[config.mk]
export PLATFORM = sky130hd
export DESIGN_NAME = arot_cordic_stage
export DESIGN_NICKNAME = d
export VERILOG_FILES = /design/src/rtl/core/arot_pkg.sv /design/src/rtl/core/arot_cordic_stage.sv
export SDC_FILE = /design/constraint.sdc
export NUM_CORES = 1
export LEC_CHECK = 0
export ABC_AREA = 1
export BUFFER_PORTS_ARGS = -buffer_cell sky130_fd_sc_hd__buf_2
export CORE_UTILIZATION = 55
export CTS_BUF_LIST = sky130_fd_sc_hd__clkbuf_8
export DETAILED_ROUTE_END_ITERATION = 10
export HOLD_SLACK_MARGIN = 0.05
export PLACE_DENSITY = 0.82
export RECOVER_POWER = 25
export SYNTH_ARGS = -nofsm -noshare
export SYNTH_HDL_FRONTEND = slang
export SYNTH_SLANG_ARGS = --single-unit
[constraint.sdc]
create_clock -name clk_i -period 1.15 [get_ports clk_i]
set_clock_uncertainty 0.2 [all_clocks]
set_input_delay 0.1725 -clock clk_i [delete_from_list [all_inputs] [get_ports clk_i]]
set_output_delay 0.1725 -clock clk_i [all_outputs]
set_load 0.02 [all_outputs]
[src/rtl/core/arot_pkg.sv]
// Shared constants and helpers for the axis-angle rotation matrix block.
// No dependencies.
`timescale 1ns / 1ps
package arot_pkg;

  localparam int ANGLE_W = 16;
  localparam int ZR_W = 34;
  localparam int XY_W = 33;
  localparam int RND_W = 72;
  localparam logic signed [XY_W-1:0] CORDIC_GAIN = 33'sd652032874;

  function automatic logic [29:0] atan_turn(input int idx);
    logic [29:0] r;
    case (idx)
      0: r = 30'd536870912;   1: r = 30'd316933406;   2: r = 30'd167458907;
      3: r = 30'd85004756;    4: r = 30'd42667331;    5: r = 30'd21354465;
      6: r = 30'd10679838;    7: r = 30'd5340245;     8: r = 30'd2670163;
      9: r = 30'd1335087;     10: r = 30'd667544;     11: r = 30'd333772;
      12: r = 30'd166886;     13: r = 30'd83443;      14: r = 30'd41722;
      15: r = 30'd20861;      16: r = 30'd10430;      17: r = 30'd5215;
      18: r = 30'd2608;       19: r = 30'd1304;       20: r = 30'd652;
      21: r = 30'd326;        22: r = 30'd163;        23: r = 30'd81;
      24: r = 30'd41;         25: r = 30'd20;         26: r = 30'd10;
      27: r = 30'd5;          28: r = 30'd3;          29: r = 30'd1;
      30: r = 30'd1;
      default: r = 30'd0;
    endcase
    return r;
  endfunction

  // shift right by n, round half away from zero
  function automatic logic signed [RND_W-1:0] round_shift(
      input logic signed [RND_W-1:0] v, input int n);
    logic [RND_W-1:0] mag;
    logic [RND_W-1:0] half;
    mag = v[RND_W-1] ? RND_W'(-v) : RND_W'(v);
    half = (RND_W'(1) << n) >> 1;
    mag = (mag + half) >> n;
    return v[RND_W-1] ? -$signed(mag) : $signed(mag);
  endfunction

endpackage

[src/rtl/core/arot_cordic_stage.sv]
// One registered rotation-mode CORDIC stage, carrying the axis alongside.
// Depends on arot_pkg.
`timescale 1ns / 1ps
module arot_cordic_stage #(
  parameter int STAGE = 0,
  parameter int W = 16
) (
  input  logic                               clk_i,
  input  logic                               rst_ni,
  input  logic                               en_i,
  input  logic                               valid_i,
  input  logic signed [arot_pkg::XY_W-1:0]   x_i,
  input  logic signed [arot_pkg::XY_W-1:0]   y_i,
  input  logic signed [arot_pkg::ZR_W-1:0]   z_i,
  input  logic                               flip_i,
  input  logic [3*W-1:0]                     axis_i,
  output logic                               valid_o,
  output logic signed [arot_pkg::XY_W-1:0]   x_o,
  output logic signed [arot_pkg::XY_W-1:0]   y_o,
  output logic signed [arot_pkg::ZR_W-1:0]   z_o,
  output logic                               flip_o,
  output logic [3*W-1:0]                     axis_o
);

  localparam logic signed [arot_pkg::ZR_W-1:0] ATAN =
    $signed(arot_pkg::ZR_W'(arot_pkg::atan_turn(STAGE)));

  logic signed [arot_pkg::XY_W-1:0] dx, dy, x_d, y_d;
  logic signed [arot_pkg::ZR_W-1:0] z_d;
  logic                             valid_q;
  logic signed [arot_pkg::XY_W-1:0] x_q, y_q;
  logic signed [arot_pkg::ZR_W-1:0] z_q;
  logic                             flip_q;
  logic [3*W-1:0]                   axis_q;

  always_comb begin
    dx = y_i >>> STAGE;
    dy = x_i >>> STAGE;
    if (!z_i[arot_pkg::ZR_W-1]) begin
      x_d = x_i - dx;
      y_d = y_i + dy;
      z_d = z_i - ATAN;
    end else begin
      x_d = x_i + dx;
      y_d = y_i - dy;
      z_d = z_i + ATAN;
    end
  end

  always_ff @(posedge clk_i or negedge rst_ni) begin
    if (!rst_ni) begin
      valid_q <= 1'b0;
    end else if (en_i) begin
      valid_q <= valid_i;
    end
  end

  always_ff @(posedge clk_i) begin
    if (en_i) begin
      x_q <= x_d;
      y_q <= y_d;
      z_q <= z_d;
      flip_q <= flip_i;
      axis_q <= axis_i;
    end
  end

  assign valid_o = valid_q;
  assign x_o = x_q;
  assign y_o = y_q;
  assign z_o = z_q;
  assign flip_o = flip_q;
  assign axis_o = axis_q;

endmodule

==> flow_summary_export.csv, run 1 <==
group,metric,value,unit
place,portBuffers,302,
die,rows,54,
synth,synth_largest_area_cell,"edfxtp_1",
synth,ys_ff_latch,149,
outcome,error_line,"[ERROR DPL-0038] Utilization greater than 100%, impossible to legalize",
synth,syn-num-nets,1997,
die,die_h,151,microns
outcome,status,"stopped before the end",
place,post-place-ws,-1.20,ns
clock_tree,max-clock-path-buffers,2,
outcome,lastStage,"global routing",
die,die_w,151,microns
sta,worstEndpointGrtRepair,"y_o[26]$_DFFE_PP_/D",
die,initial_core_util,0.560,
synth,yosys_warnings,0,
synth,syn_avg_cell_area,7.04,sq um
clock_tree,root_buffer,"clkbuf_8",
place,post-dp-hpwl,35700,microns
clock_tree,cts.sinks,149,
clock_tree,h-tree-depth,4,
die,io_pins,303,
synth,synth.top_cell.area_share,0.364,
place,placed_cell_area,16800,sq um
place,gp_congestion,0.977,
synth,syn-cell-area,12200,sq um
clock_tree,cts_made_buffers,17,
synth,syn_inst,1733,
grt,grt_max_degree,36,
synth,yosys-top-cells-area,"edfxtp_1 36%, nand2_1 18%, ha_1 11%, inv_1 9.8%, nand3_1 5.9%",
synth,synth_cell_types,34,
sta,endpoint_type,"register input",
synth,ys_seq_area_frac,0.367,
per-stage QoR:
step | util | instances
2_1_floorplan | - | 1733
4_1_cts | 0.927 | 2654
3_3_place_gp | 0.771 | 2502
3_5_place_dp | 0.771 | 2502
timing repair:
action | in CTS
pin swaps | 176
hold buffers | 83
setup buffers | 39
setup endpoints to repair | 213
hold endpoints to repair | 226
gates resized for setup | 543
kinds of logic after synthesis:
kind of cell,share of synthesized area
and+or+nand+nor,0.303
buffers and inverters,0.119
AOI/OAI and AO/OA,0.0750
DFF,0.367
adders and majority gates,0.116
xor gates and xnor gates,0.0187
muxes,0.00174
cell usage after synthesis:
cell type and instances:
mux2_2 1, a31oi_1 2, nor3_1 6, o31ai_1 2, or2_1 1, nand2_2 2
inv_1 319, nand2_1 582, o21bai_1 15, buf_4 13, nand3_1 144, o211ai_1 4
mux2i_1 1, fa_1 4, nand4_1 13, edfxtp_1 148, nor2_2 3, a21oi_2 1
a21oi_1 72, ha_1 107, inv_2 1, buf_2 19, buf_1 1, or2_2 2
o21ai_0 61, dfrtp_1 1, clkbuf_1 8, o22ai_1 8, nand3_2 1, o21ai_1 4
buf_6 2, xor2_1 26, nor2_1 152, and2_1 7
==> run 2, diff against run 1 <==
--- a/config.mk
+++ b/config.mk
@@ -7,11 +7,9 @@
 export LEC_CHECK = 0
 export ABC_AREA = 1
 export BUFFER_PORTS_ARGS = -buffer_cell sky130_fd_sc_hd__buf_2
-export CORE_UTILIZATION = 55
-export CTS_BUF_LIST = sky130_fd_sc_hd__clkbuf_8
+export CORE_UTILIZATION = 40
 export DETAILED_ROUTE_END_ITERATION = 10
-export HOLD_SLACK_MARGIN = 0.05
-export PLACE_DENSITY = 0.82
+export PLACE_DENSITY_LB_ADDON = 0.15
 export RECOVER_POWER = 25
 export SYNTH_ARGS = -nofsm -noshare
 export SYNTH_HDL_FRONTEND = slang
==> run 2 against run 1 <==
The flow now finishes, with violations (negative hold slack, negative setup slack). Synthesized cell count did not move. Area after synthesis stayed put.
==> flow_summary_export.csv, run 2 <==
group,metric,value,unit
outcome,status,"complete, but fails checks",
outcome,violations,"negative hold slack, negative setup slack",
cells_and_area,syn_to_final_growth,83.5,%
cells_and_area,num-nets-final,2677,
power,total_power,0.0232,W
synth,synth.most_common_cell,"nand2_1",
routing,firstDrtPassIters,5,
routing,ant_nets,0,
synth,syn_avg_cell_area,7.04,sq um
synth,synthFlopType,"edfxtp_1",
grt,grt_pass1_vias,13894,
clock_tree,cts_tree,"built",
sta,fmax,0.551,GHz
grt,grtUsageTotal,0.301,
place,gp_congestion,0.966,
synth,synth_largest_area_cell,"edfxtp_1",
cells_and_area,utilization,0.751,
place,portBuffers,302,
grt,antenna_found_initial,1,
clock_tree,root_buffer,"clkbuf_16",
cells_and_area,largest_register_ffs,48,
synth,synthArstFlopShare,0.00671,
die,core_region_area,29800,sq um
synth,ys_seq_area_frac,0.367,
synth,netlist_top_cells_count,"582 x nand2_1, 319 x inv_1, 152 x nor2_1",
clock_tree,cts.sinks,149,
die,die_area,31200,sq um
synth,yosys-top-cells-area,"edfxtp_1 36%, nand2_1 18%, ha_1 11%, inv_1 9.8%, nand3_1 5.9%",
sta,tightest_slew,0.403,ns
die,initial_core_util,0.409,
place,post-dp-hpwl,36500,microns
synth,yosys_warnings,0,
synth,syn_inst,1733,
worst_setup_path,cp.required,1.13,ns
cells_and_area,multi_input_area,9440,sq um
routing,drt_iter0_markers,935,
clock_tree,h-tree-depth,4,
worst_setup_path,worstPathArrival,1.79,ns
routing,wl,50600,microns
routing,routedWlPerCell,18.0,microns
clock_tree,clkTransAtPathRegs,0.07,ns
synth,ys_ff_latch,149,
power,ir_worst_vdd,1.05,mV
worst_setup_path,critPathMaxFanout,8,
sta,slew_headroom,0.729,
clock_tree,clk_latency,0.44,ns
sta,hold_viol,4,
routing,drcViolationCount,0,
synth,synth.top_cell.area_share,0.364,
clock_tree,max-clock-path-buffers,2,
cells_and_area,final_layout_size_suffix_gt1_frac,0.530,
grt,grt_remaining_overflow,0,
synth,syn-cell-area,12200,sq um
die,die_w,177,microns
cells_and_area,final-seq-area,4470,sq um
sta,drv_slew,0,
routing,viasPerCell,5.08,
die,die_h,177,microns
worst_hold_path,hp-class,"in2reg",
sta,whs,-0.101,ns
sta,final.setup.worst_slack,-0.665,ns
power,p_leak,10.8,nW
cells_and_area,fillCellCount,2093,
sta,rsz0062_at_grt,"yes",
grt,grt_pass1_wl,72200,microns
grt,grt_max_degree,36,
run,maxCapViolCount,0,
cells_and_area,layout_commonest_cell,"nand2_1",
die,rows,63,
routing,vias,14299,
power,powerDensity,1040,nW/um^2
synth,synth_cell_types,34,
sta,fin_crit,1.82,ns
clock_tree,cts_made_buffers,17,
worst_setup_path,crit_type,"in2reg",
worst_setup_path,crit_path_end_kind,"flop",
die,io_pins,303,
cells_and_area,final_cell_mix,"345 x nand2_1, 252 x buf_4, 233 x inv_1",
sta,fin_crit_sh,1.58,
sta,setup_viol,217,
synth,syn-num-nets,1997,
synth,synth_edf_count,148,
worst_setup_path,start_kind,"primary input",
-- run 2: cell counts after synthesis --
Identical to the previous run, type by type.
-- run 2: cell families (layout without fill, tap and decap cells) --
kind of cell | Yosys count | after routing | synth area share
and+or+nand+nor | 913 | 913 | 0.303
buffers and inverters | 363 | 1056 | 0.119
AOI/OAI and AO/OA | 169 | 169 | 0.0750
DFF | 149 | 149 | 0.367
adders and majority gates | 111 | 111 | 0.116
xor gates and xnor gates | 26 | 26 | 0.0187
muxes | 2 | 2 | 0.00174
other | 0 | 1 | 0
-- run 2: layout make-up --
cell class                 instances  share of cell area
tap                              390              0.0218
clock buffer                      18              0.0192
inverter                         320              0.0606
multi-input combinational       1221               0.422
timing repair buffer             704               0.271
antenna                            1            0.000112
sequential                       149               0.200
clock inverter                    14             0.00559
-- run 2: worst paths after layout --
kind | start | to | slack, ns | depth (start not counted)
hold / removal | z_i[30] | z_o[30] | -0.10 | 2
setup / recovery | y_i[4] | y_o[26] | -0.67 | 11
min in group asynchronous | rst_ni | valid_o | 0.42 | 3
hold reg to reg | valid_o | valid_o | 0.37 | 1
max in group asynchronous | rst_ni | valid_o | 0.23 | 3
setup reg to reg | valid_o | valid_o | 0.17 | 1
-- run 2: what timing repair did --
action | CTS | global route
hold buffers | 84 | 1
setup buffers | 32 | 41
endpoints found under the setup margin | 214 | 218
gates resized for setup | 583 | 406
pin swaps | 211 | 202
hold endpoints to repair | 89 | 8
-- run 2: metal layers --
metal / global-route usage / part of all wire
met1: 0.379 / 0.41
met2: 0.531 / 0.49
met3: 0.0332 / 0.062
met4: 0.103 / 0.038
met5: 0 / 0
-- run 2: critical path, stage by stage --
cell      delay [ns]
buf_8           0.10
ha_4            0.40
nand2_4         0.11
nor2_4          0.14
nand2_2         0.08
o211ai_1        0.34
nand2_1         0.15
nand3_1         0.09
nand2_1         0.05
nand3_1         0.07
nand2_1         0.08
-- run 2: stage by stage --
stage	TNS, ns	hold WS (ns)	setup WS, ns	std cells	instance area (sq um)
detailed placement	-67.78	-0.247	-1.47	2636	17000
CTS	-56.76	-0.0984	-0.550	2781	20700
global route	-68.29	-0.0967	-0.735	2817	22400
finish	-61.22	-0.101	-0.665	2817	22400
floorplan	-40.38	-0.323	-0.764	1733	13400
global placement	-66.00	-0.250	-1.45	2636	17000
-- run 2: power by group --
group	internal (W)	leakage (nW)	switching (W)
clock	0.00300	0.269	0.00253
combinational	0.00473	9.11	0.00592
sequential	0.00672	1.46	0.000292
Note: power is estimated with default switching activity, not from simulation.
==> run 3, diff against run 2 <==
--- a/config.mk
+++ b/config.mk
@@ -6,9 +6,9 @@
 export NUM_CORES = 1
 export LEC_CHECK = 0
 export ABC_AREA = 1
-export BUFFER_PORTS_ARGS = -buffer_cell sky130_fd_sc_hd__buf_2
 export CORE_UTILIZATION = 40
 export DETAILED_ROUTE_END_ITERATION = 10
+export DONT_BUFFER_PORTS = 1
 export PLACE_DENSITY_LB_ADDON = 0.15
 export RECOVER_POWER = 25
 export SYNTH_ARGS = -nofsm -noshare
==> run 3 against run 2 <==
Core utilization decreased by 11 points. Die area unchanged. Sequential power increased by 11%. Critical path type unchanged. Sequential share of layout area increased by 3.4 points. Flip-flop and latch count unchanged. Combinational power decreased by 27%. Worst setup slack improved by 0.15 ns. The flow still finishes with violations (negative hold slack, negative setup slack). Register-to-register slack improved by 0.02 ns. Final cell count decreased by 13%. Count of clock-buffer cells in the layout unchanged. First-iteration DRC count decreased by 15%. Design area decreased by 15%.
==> flow_summary_export.csv, run 3 (synthesis gave the netlist of run 2 again) <==
group,metric,value,unit
cells_and_area,final_layout_size_suffix_gt1_frac,0.422,
power,powerDensity,1100,nW/um^2
clock_tree,root_buffer,"clkbuf_16",
sta,slew_headroom,0.731,
place,post-dp-hpwl,33500,microns
die,die_area,31200,sq um
routing,drt_iter0_markers,794,
place,gp_congestion,0.969,
routing,drcViolationCount,0,
worst_setup_path,critPathMaxFanout,5,
grt,antenna_found_initial,0,
sta,tightest_slew,0.401,ns
worst_setup_path,start_kind,"primary input",
die,initial_core_util,0.409,
sta,fin_crit,1.66,ns
worst_setup_path,cp_slowest_cell,"ha_4",
cells_and_area,syn_to_final_growth,56.7,%
clock_tree,max-clock-path-buffers,2,
die,io_pins,303,
cells_and_area,final_cell_mix,"365 x nand2_1, 243 x inv_1, 187 x buf_4",
place,placed_cell_area,15000,sq um
sta,hold_viol,201,
outcome,status,"complete, but fails checks",
clock_tree,cts_made_buffers,17,
cells_and_area,diodes,0,
cells_and_area,num-nets-final,2305,
clock_tree,cts_tree,"built",
sta,fin_crit_sh,1.45,
sta,rsz0062_at_grt,"yes",
run,maxCapViolCount,0,
sta,setup_viol,211,
worst_setup_path,cp.required,1.14,ns
cells_and_area,layout_commonest_cell,"nand2_1",
clock_tree,cts_hold_buf,84,
worst_setup_path,worstPathArrival,1.65,ns
grt,grt_remaining_overflow,0,
worst_setup_path,slowest_delay,0.33,ns
sta,fin_tns_setup,-45.82,ns
sta,final.setup.worst_slack,-0.515,ns
worst_setup_path,worstPathCellList,"inv_8 -> ha_4 -> buf_12 -> nand2_8 -> nor2_4 -> nand2_2 -> o211ai_1 -> nand2_1 -> nand3_1 -> nand2_1 -> nand3_2 -> nand2_1",
cells_and_area,largest_register_ffs,48,
sta,drv_slew,0,
clock_tree,h-tree-depth,4,
sta,fmax,0.601,GHz
routing,routedWlPerCell,18.4,microns
worst_setup_path,crit_family,"simple AND/OR/NAND/NOR gates",
power,p_leak,8.96,nW
outcome,violations,"negative hold slack, negative setup slack",
routing,vias,12504,
grt,grt_pass1_vias,12247,
die,core_region_area,29800,sq um
worst_setup_path,crit_type,"in2reg",
worst_setup_path,critPathMostFrequentCell,"nand2_1",
grt,grtUsageTotal,0.275,
die,die_w,177,microns
die,die_h,177,microns
worst_hold_path,hp-class,"in2reg",
clock_tree,clk_latency,0.43,ns
routing,firstDrtPassIters,5,
clock_tree,cts.sinks,149,
sta,whs,-0.340,ns
power,total_power,0.0210,W
worst_setup_path,crit_path_end_kind,"flop",
power,ir_worst_vdd,1.04,mV
clock_tree,clkTransAtPathRegs,0.07,ns
die,rows,63,
grt,grt_max_degree,150,
routing,wl,45000,microns
worst_setup_path,path_buf_inv,2,
grt,grt_pass1_wl,65500,microns
cells_and_area,fin_area,19100,sq um
place,portBuffers,0,
routing,viasPerCell,5.12,
routing,ant_nets,0,
[run 3: cell types whose count changed in the layout (fill, tap and decap cells not counted), sizes merged]
cell,change
buf,-363
dlymetal6s4s,+1
clkinvlp,-1
clkbuf,-10
diode,-1
clkinv,-1
inv,+1
[run 3: report_power, final]
group / internal (W) / switching, W / total [W]
logic: 0.00338 / 0.00437 / 0.00775
registers: 0.00676 / 0.00104 / 0.00780
clock network: 0.00300 / 0.00246 / 0.00546
[run 3: path summary, 6_finish.rpt]
path,startpoint,end,slack (ns),depth (start not counted)
setup / recovery,x_i[6],x_o[26],-0.51,12
hold / removal,en_i,z_o[33],-0.34,0
setup reg to reg,valid_o,valid_o,0.19,1
hold reg to reg,valid_o,valid_o,0.34,1
max in group asynchronous,rst_ni,valid_o,0.35,2
min in group asynchronous,rst_ni,valid_o,0.29,2
[run 3: per-layer routing]
metal,part of all wire,global-route usage,vias to the layer above
met1,0.44,0.361,5905
met5,0,0,-
li1,-,-,6075
met2,0.48,0.459,454
met4,0.022,0.0938,0
met3,0.065,0.0431,70
[run 3: timing repair]
item,in CTS,in global routing
pin swaps,154,160
resized for setup,331,269
buffers inserted,30,39
setup endpoints to repair,210,215
cloned,0,0
endpoints found under the hold margin,282,201
[run 3: cell type report]
cell class | count | area, sq um
Clock buffer | 18 | 429
Sequential cell | 149 | 4470
Multi-Input combinational cell | 1221 | 9230
Inverter | 320 | 1340
Clock inverter | 13 | 121
Tap cell | 390 | 488
Timing Repair Buffer | 332 | 3020
Fill cell | 2533 | 10700
[run 3: through the flow]
stage	cells	setup slack, ns	util
6_report	2443	-0.515	0.641
2_1_floorplan	1733	-0.764	-
4_1_cts	2411	-0.439	0.600
3_3_place_gp	2270	-1.19	0.504
5_1_grt	2443	-0.621	0.641
3_5_place_dp	2270	-1.18	0.504
==> run 4, diff against run 3 <==
--- a/config.mk
+++ b/config.mk
@@ -11,6 +11,7 @@
 export DONT_BUFFER_PORTS = 1
 export PLACE_DENSITY_LB_ADDON = 0.15
 export RECOVER_POWER = 25
+export SKIP_LAST_GASP = 1
 export SYNTH_ARGS = -nofsm -noshare
 export SYNTH_HDL_FRONTEND = slang
 export SYNTH_SLANG_ARGS = --single-unit
==> run 4 against run 3 <==
The flow still finishes with violations (negative hold slack, negative setup slack). Worst setup slack gained 0.0035 ns. Wire length shrank 0.54%. Clock power is essentially flat. Largest power group unchanged. Core utilization shrank 0.22 points. Largest cell class unchanged. First-iteration DRC count shrank 5.2%. Maximum frequency grew 0.21%. Critical path depth is the same. Final cell count is essentially flat. Count of clock-buffer cells in the layout is the same.
==> flow_summary_export.csv, run 4 (synthesis gave the netlist of run 2 again) <==
group,metric,value,unit
clock_tree,cts.sinks,149,
worst_setup_path,critPathMaxFanout,5,
cells_and_area,final_cell_mix,"382 x nand2_1, 244 x inv_1, 189 x buf_4",
clock_tree,clk_latency,0.43,ns
routing,vias,12460,
cells_and_area,fillCellCount,2534,
sta,drv_slew,0,
clock_tree,cts_hold_buf,84,
power,ir_worst_vdd,1.06,mV
worst_setup_path,cp_slowest_cell,"ha_4",
cells_and_area,num-nets-final,2303,
run,maxCapViolCount,0,
die,initial_core_util,0.409,
grt,grt_max_degree,150,
worst_setup_path,worstPathArrival,1.65,ns
power,powerDensity,1100,nW/um^2
sta,slew_headroom,0.753,
cells_and_area,largest_register_ffs,48,
grt,grt_remaining_overflow,0,
sta,setup_viol,212,
place,gp_congestion,0.969,
die,core_region_area,29800,sq um
sta,fin_crit_sh,1.44,
place,post-place-ws,-1.18,ns
grt,grtUsageTotal,0.275,
worst_setup_path,crit_cells,12,
worst_setup_path,cp.required,1.14,ns
worst_setup_path,slowest_delay,0.32,ns
routing,ant_nets,0,
grt,grt_pass1_vias,12267,
routing,drcViolationCount,0,
worst_setup_path,worst-r2r-setup-slack,0.19,ns
die,rows,63,
cells_and_area,diodes,0,
worst_setup_path,rr_startpoint,"valid_o",
sta,hold_viol,201,
worst_setup_path,crit_family,"simple AND/OR/NAND/NOR gates",
worst_setup_path,path_buf_inv,2,
routing,routedWlPerCell,18.3,microns
worst_setup_path,critPathMostFrequentCell,"nand2_1",
die,io_pins,303,
place,post-dp-hpwl,33500,microns
power,p_leak,8.92,nW
cells_and_area,syn_to_final_growth,56.1,%
worst_setup_path,rr_worst_depth,1,
worst_setup_path,r2r-end,"valid_o",
sta,fmax,0.602,GHz
worst_hold_path,hp-class,"in2reg",
grt,grt_pass1_wl,65400,microns
routing,drt_iter0_markers,753,
clock_tree,cts_made_buffers,17,
worst_setup_path,critPathLaunch,"x_i[6]",
clock_tree,cts_tree,"built",
clock_tree,h-tree-depth,4,
worst_setup_path,crit_path_end_kind,"flop",
sta,whs,-0.340,ns
cells_and_area,layout_commonest_cell,"nand2_1",
clock_tree,max-clock-path-buffers,2,
place,portBuffers,0,
cells_and_area,final_layout_size_suffix_gt1_frac,0.410,
grt,antenna_found_initial,0,
sta,rsz0062_at_grt,"yes",
worst_setup_path,start_kind,"primary input",
outcome,violations,"negative hold slack, negative setup slack",
routing,wl,44800,microns
worst_setup_path,critPathCapture,"x_o[26]",
outcome,status,"complete, but fails checks",
clock_tree,clkTransAtPathRegs,0.07,ns
clock_tree,root_buffer,"clkbuf_16",
routing,firstDrtPassIters,5,
die,die_w,177,microns
sta,final.setup.worst_slack,-0.511,ns
die,die_area,31200,sq um
sta,tightest_slew,0.367,ns
die,die_h,177,microns
worst_setup_path,worstPathCellList,"inv_8 -> ha_4 -> buf_12 -> nand2_8 -> nor2_4 -> nand2_2 -> o211ai_1 -> nand2_1 -> nand3_1 -> nand2_1 -> nand3_2 -> nand2_1",
worst_setup_path,crit_type,"in2reg",
sta,fin_tns_setup,-45.49,ns
routing,viasPerCell,5.10,
sta,fin_crit,1.66,ns
-- run 4: repair_timing --
action	4_1_cts	5_1_grt
endpoints found under the setup margin	210	215
gates resized for setup	307	269
pin swaps	148	126
setup buffers	30	36
hold endpoints to repair	282	201
-- run 4: final cells by class --
type	count	area, sq um	share of cell area
multi-input cells	1221	9160	0.481
flip-flops and latches	149	4470	0.235
repair buffers	330	3020	0.159
inverters	320	1360	0.0712
well taps	390	488	0.0256
clock buffers	18	429	0.0225
clock inverters	13	121	0.00637
-- run 4: metal layers --
layer	GRT usage	vias to the layer above	part of all wire
met5	0	-	0
met4	0.0963	0	0.026
met3	0.0433	72	0.065
met2	0.458	449	0.47
met1	0.360	5873	0.44
li1	-	6066	-
-- run 4: worst min path at each step --
stage                start  slack (ns)       to  cells past startpoint
global route          en_i       -0.35  z_o[32]                      0
global placement    rst_ni       -0.32  valid_o                      0
floorplan           rst_ni       -0.32  valid_o                      0
finish                en_i       -0.34  z_o[33]                      0
detailed placement  rst_ni       -0.32  valid_o                      0
CTS                   en_i       -0.36  x_o[25]                      0
-- run 4: where the power goes --
part	total, W	leakage, nW	switching, W	internal, W
Clock	0.00546	0.270	0.00246	0.00300
Sequential	0.00780	1.46	0.00104	0.00676
Combinational	0.00773	7.19	0.00434	0.00339
-- run 4: per-stage QoR --
| step | instance area (sq um) | utilization | power (W) | cells |
|---|---|---|---|---|
| floorplan | 13400 | - | 0.0115 | 1733 |
| global placement | 15000 | 0.504 | 0.0135 | 2270 |
| detailed placement | 15000 | 0.504 | 0.0135 | 2270 |
| CTS | 17800 | 0.597 | 0.0201 | 2411 |
| global route | 19000 | 0.639 | 0.0219 | 2441 |
| finish | 19000 | 0.639 | 0.0210 | 2441 |
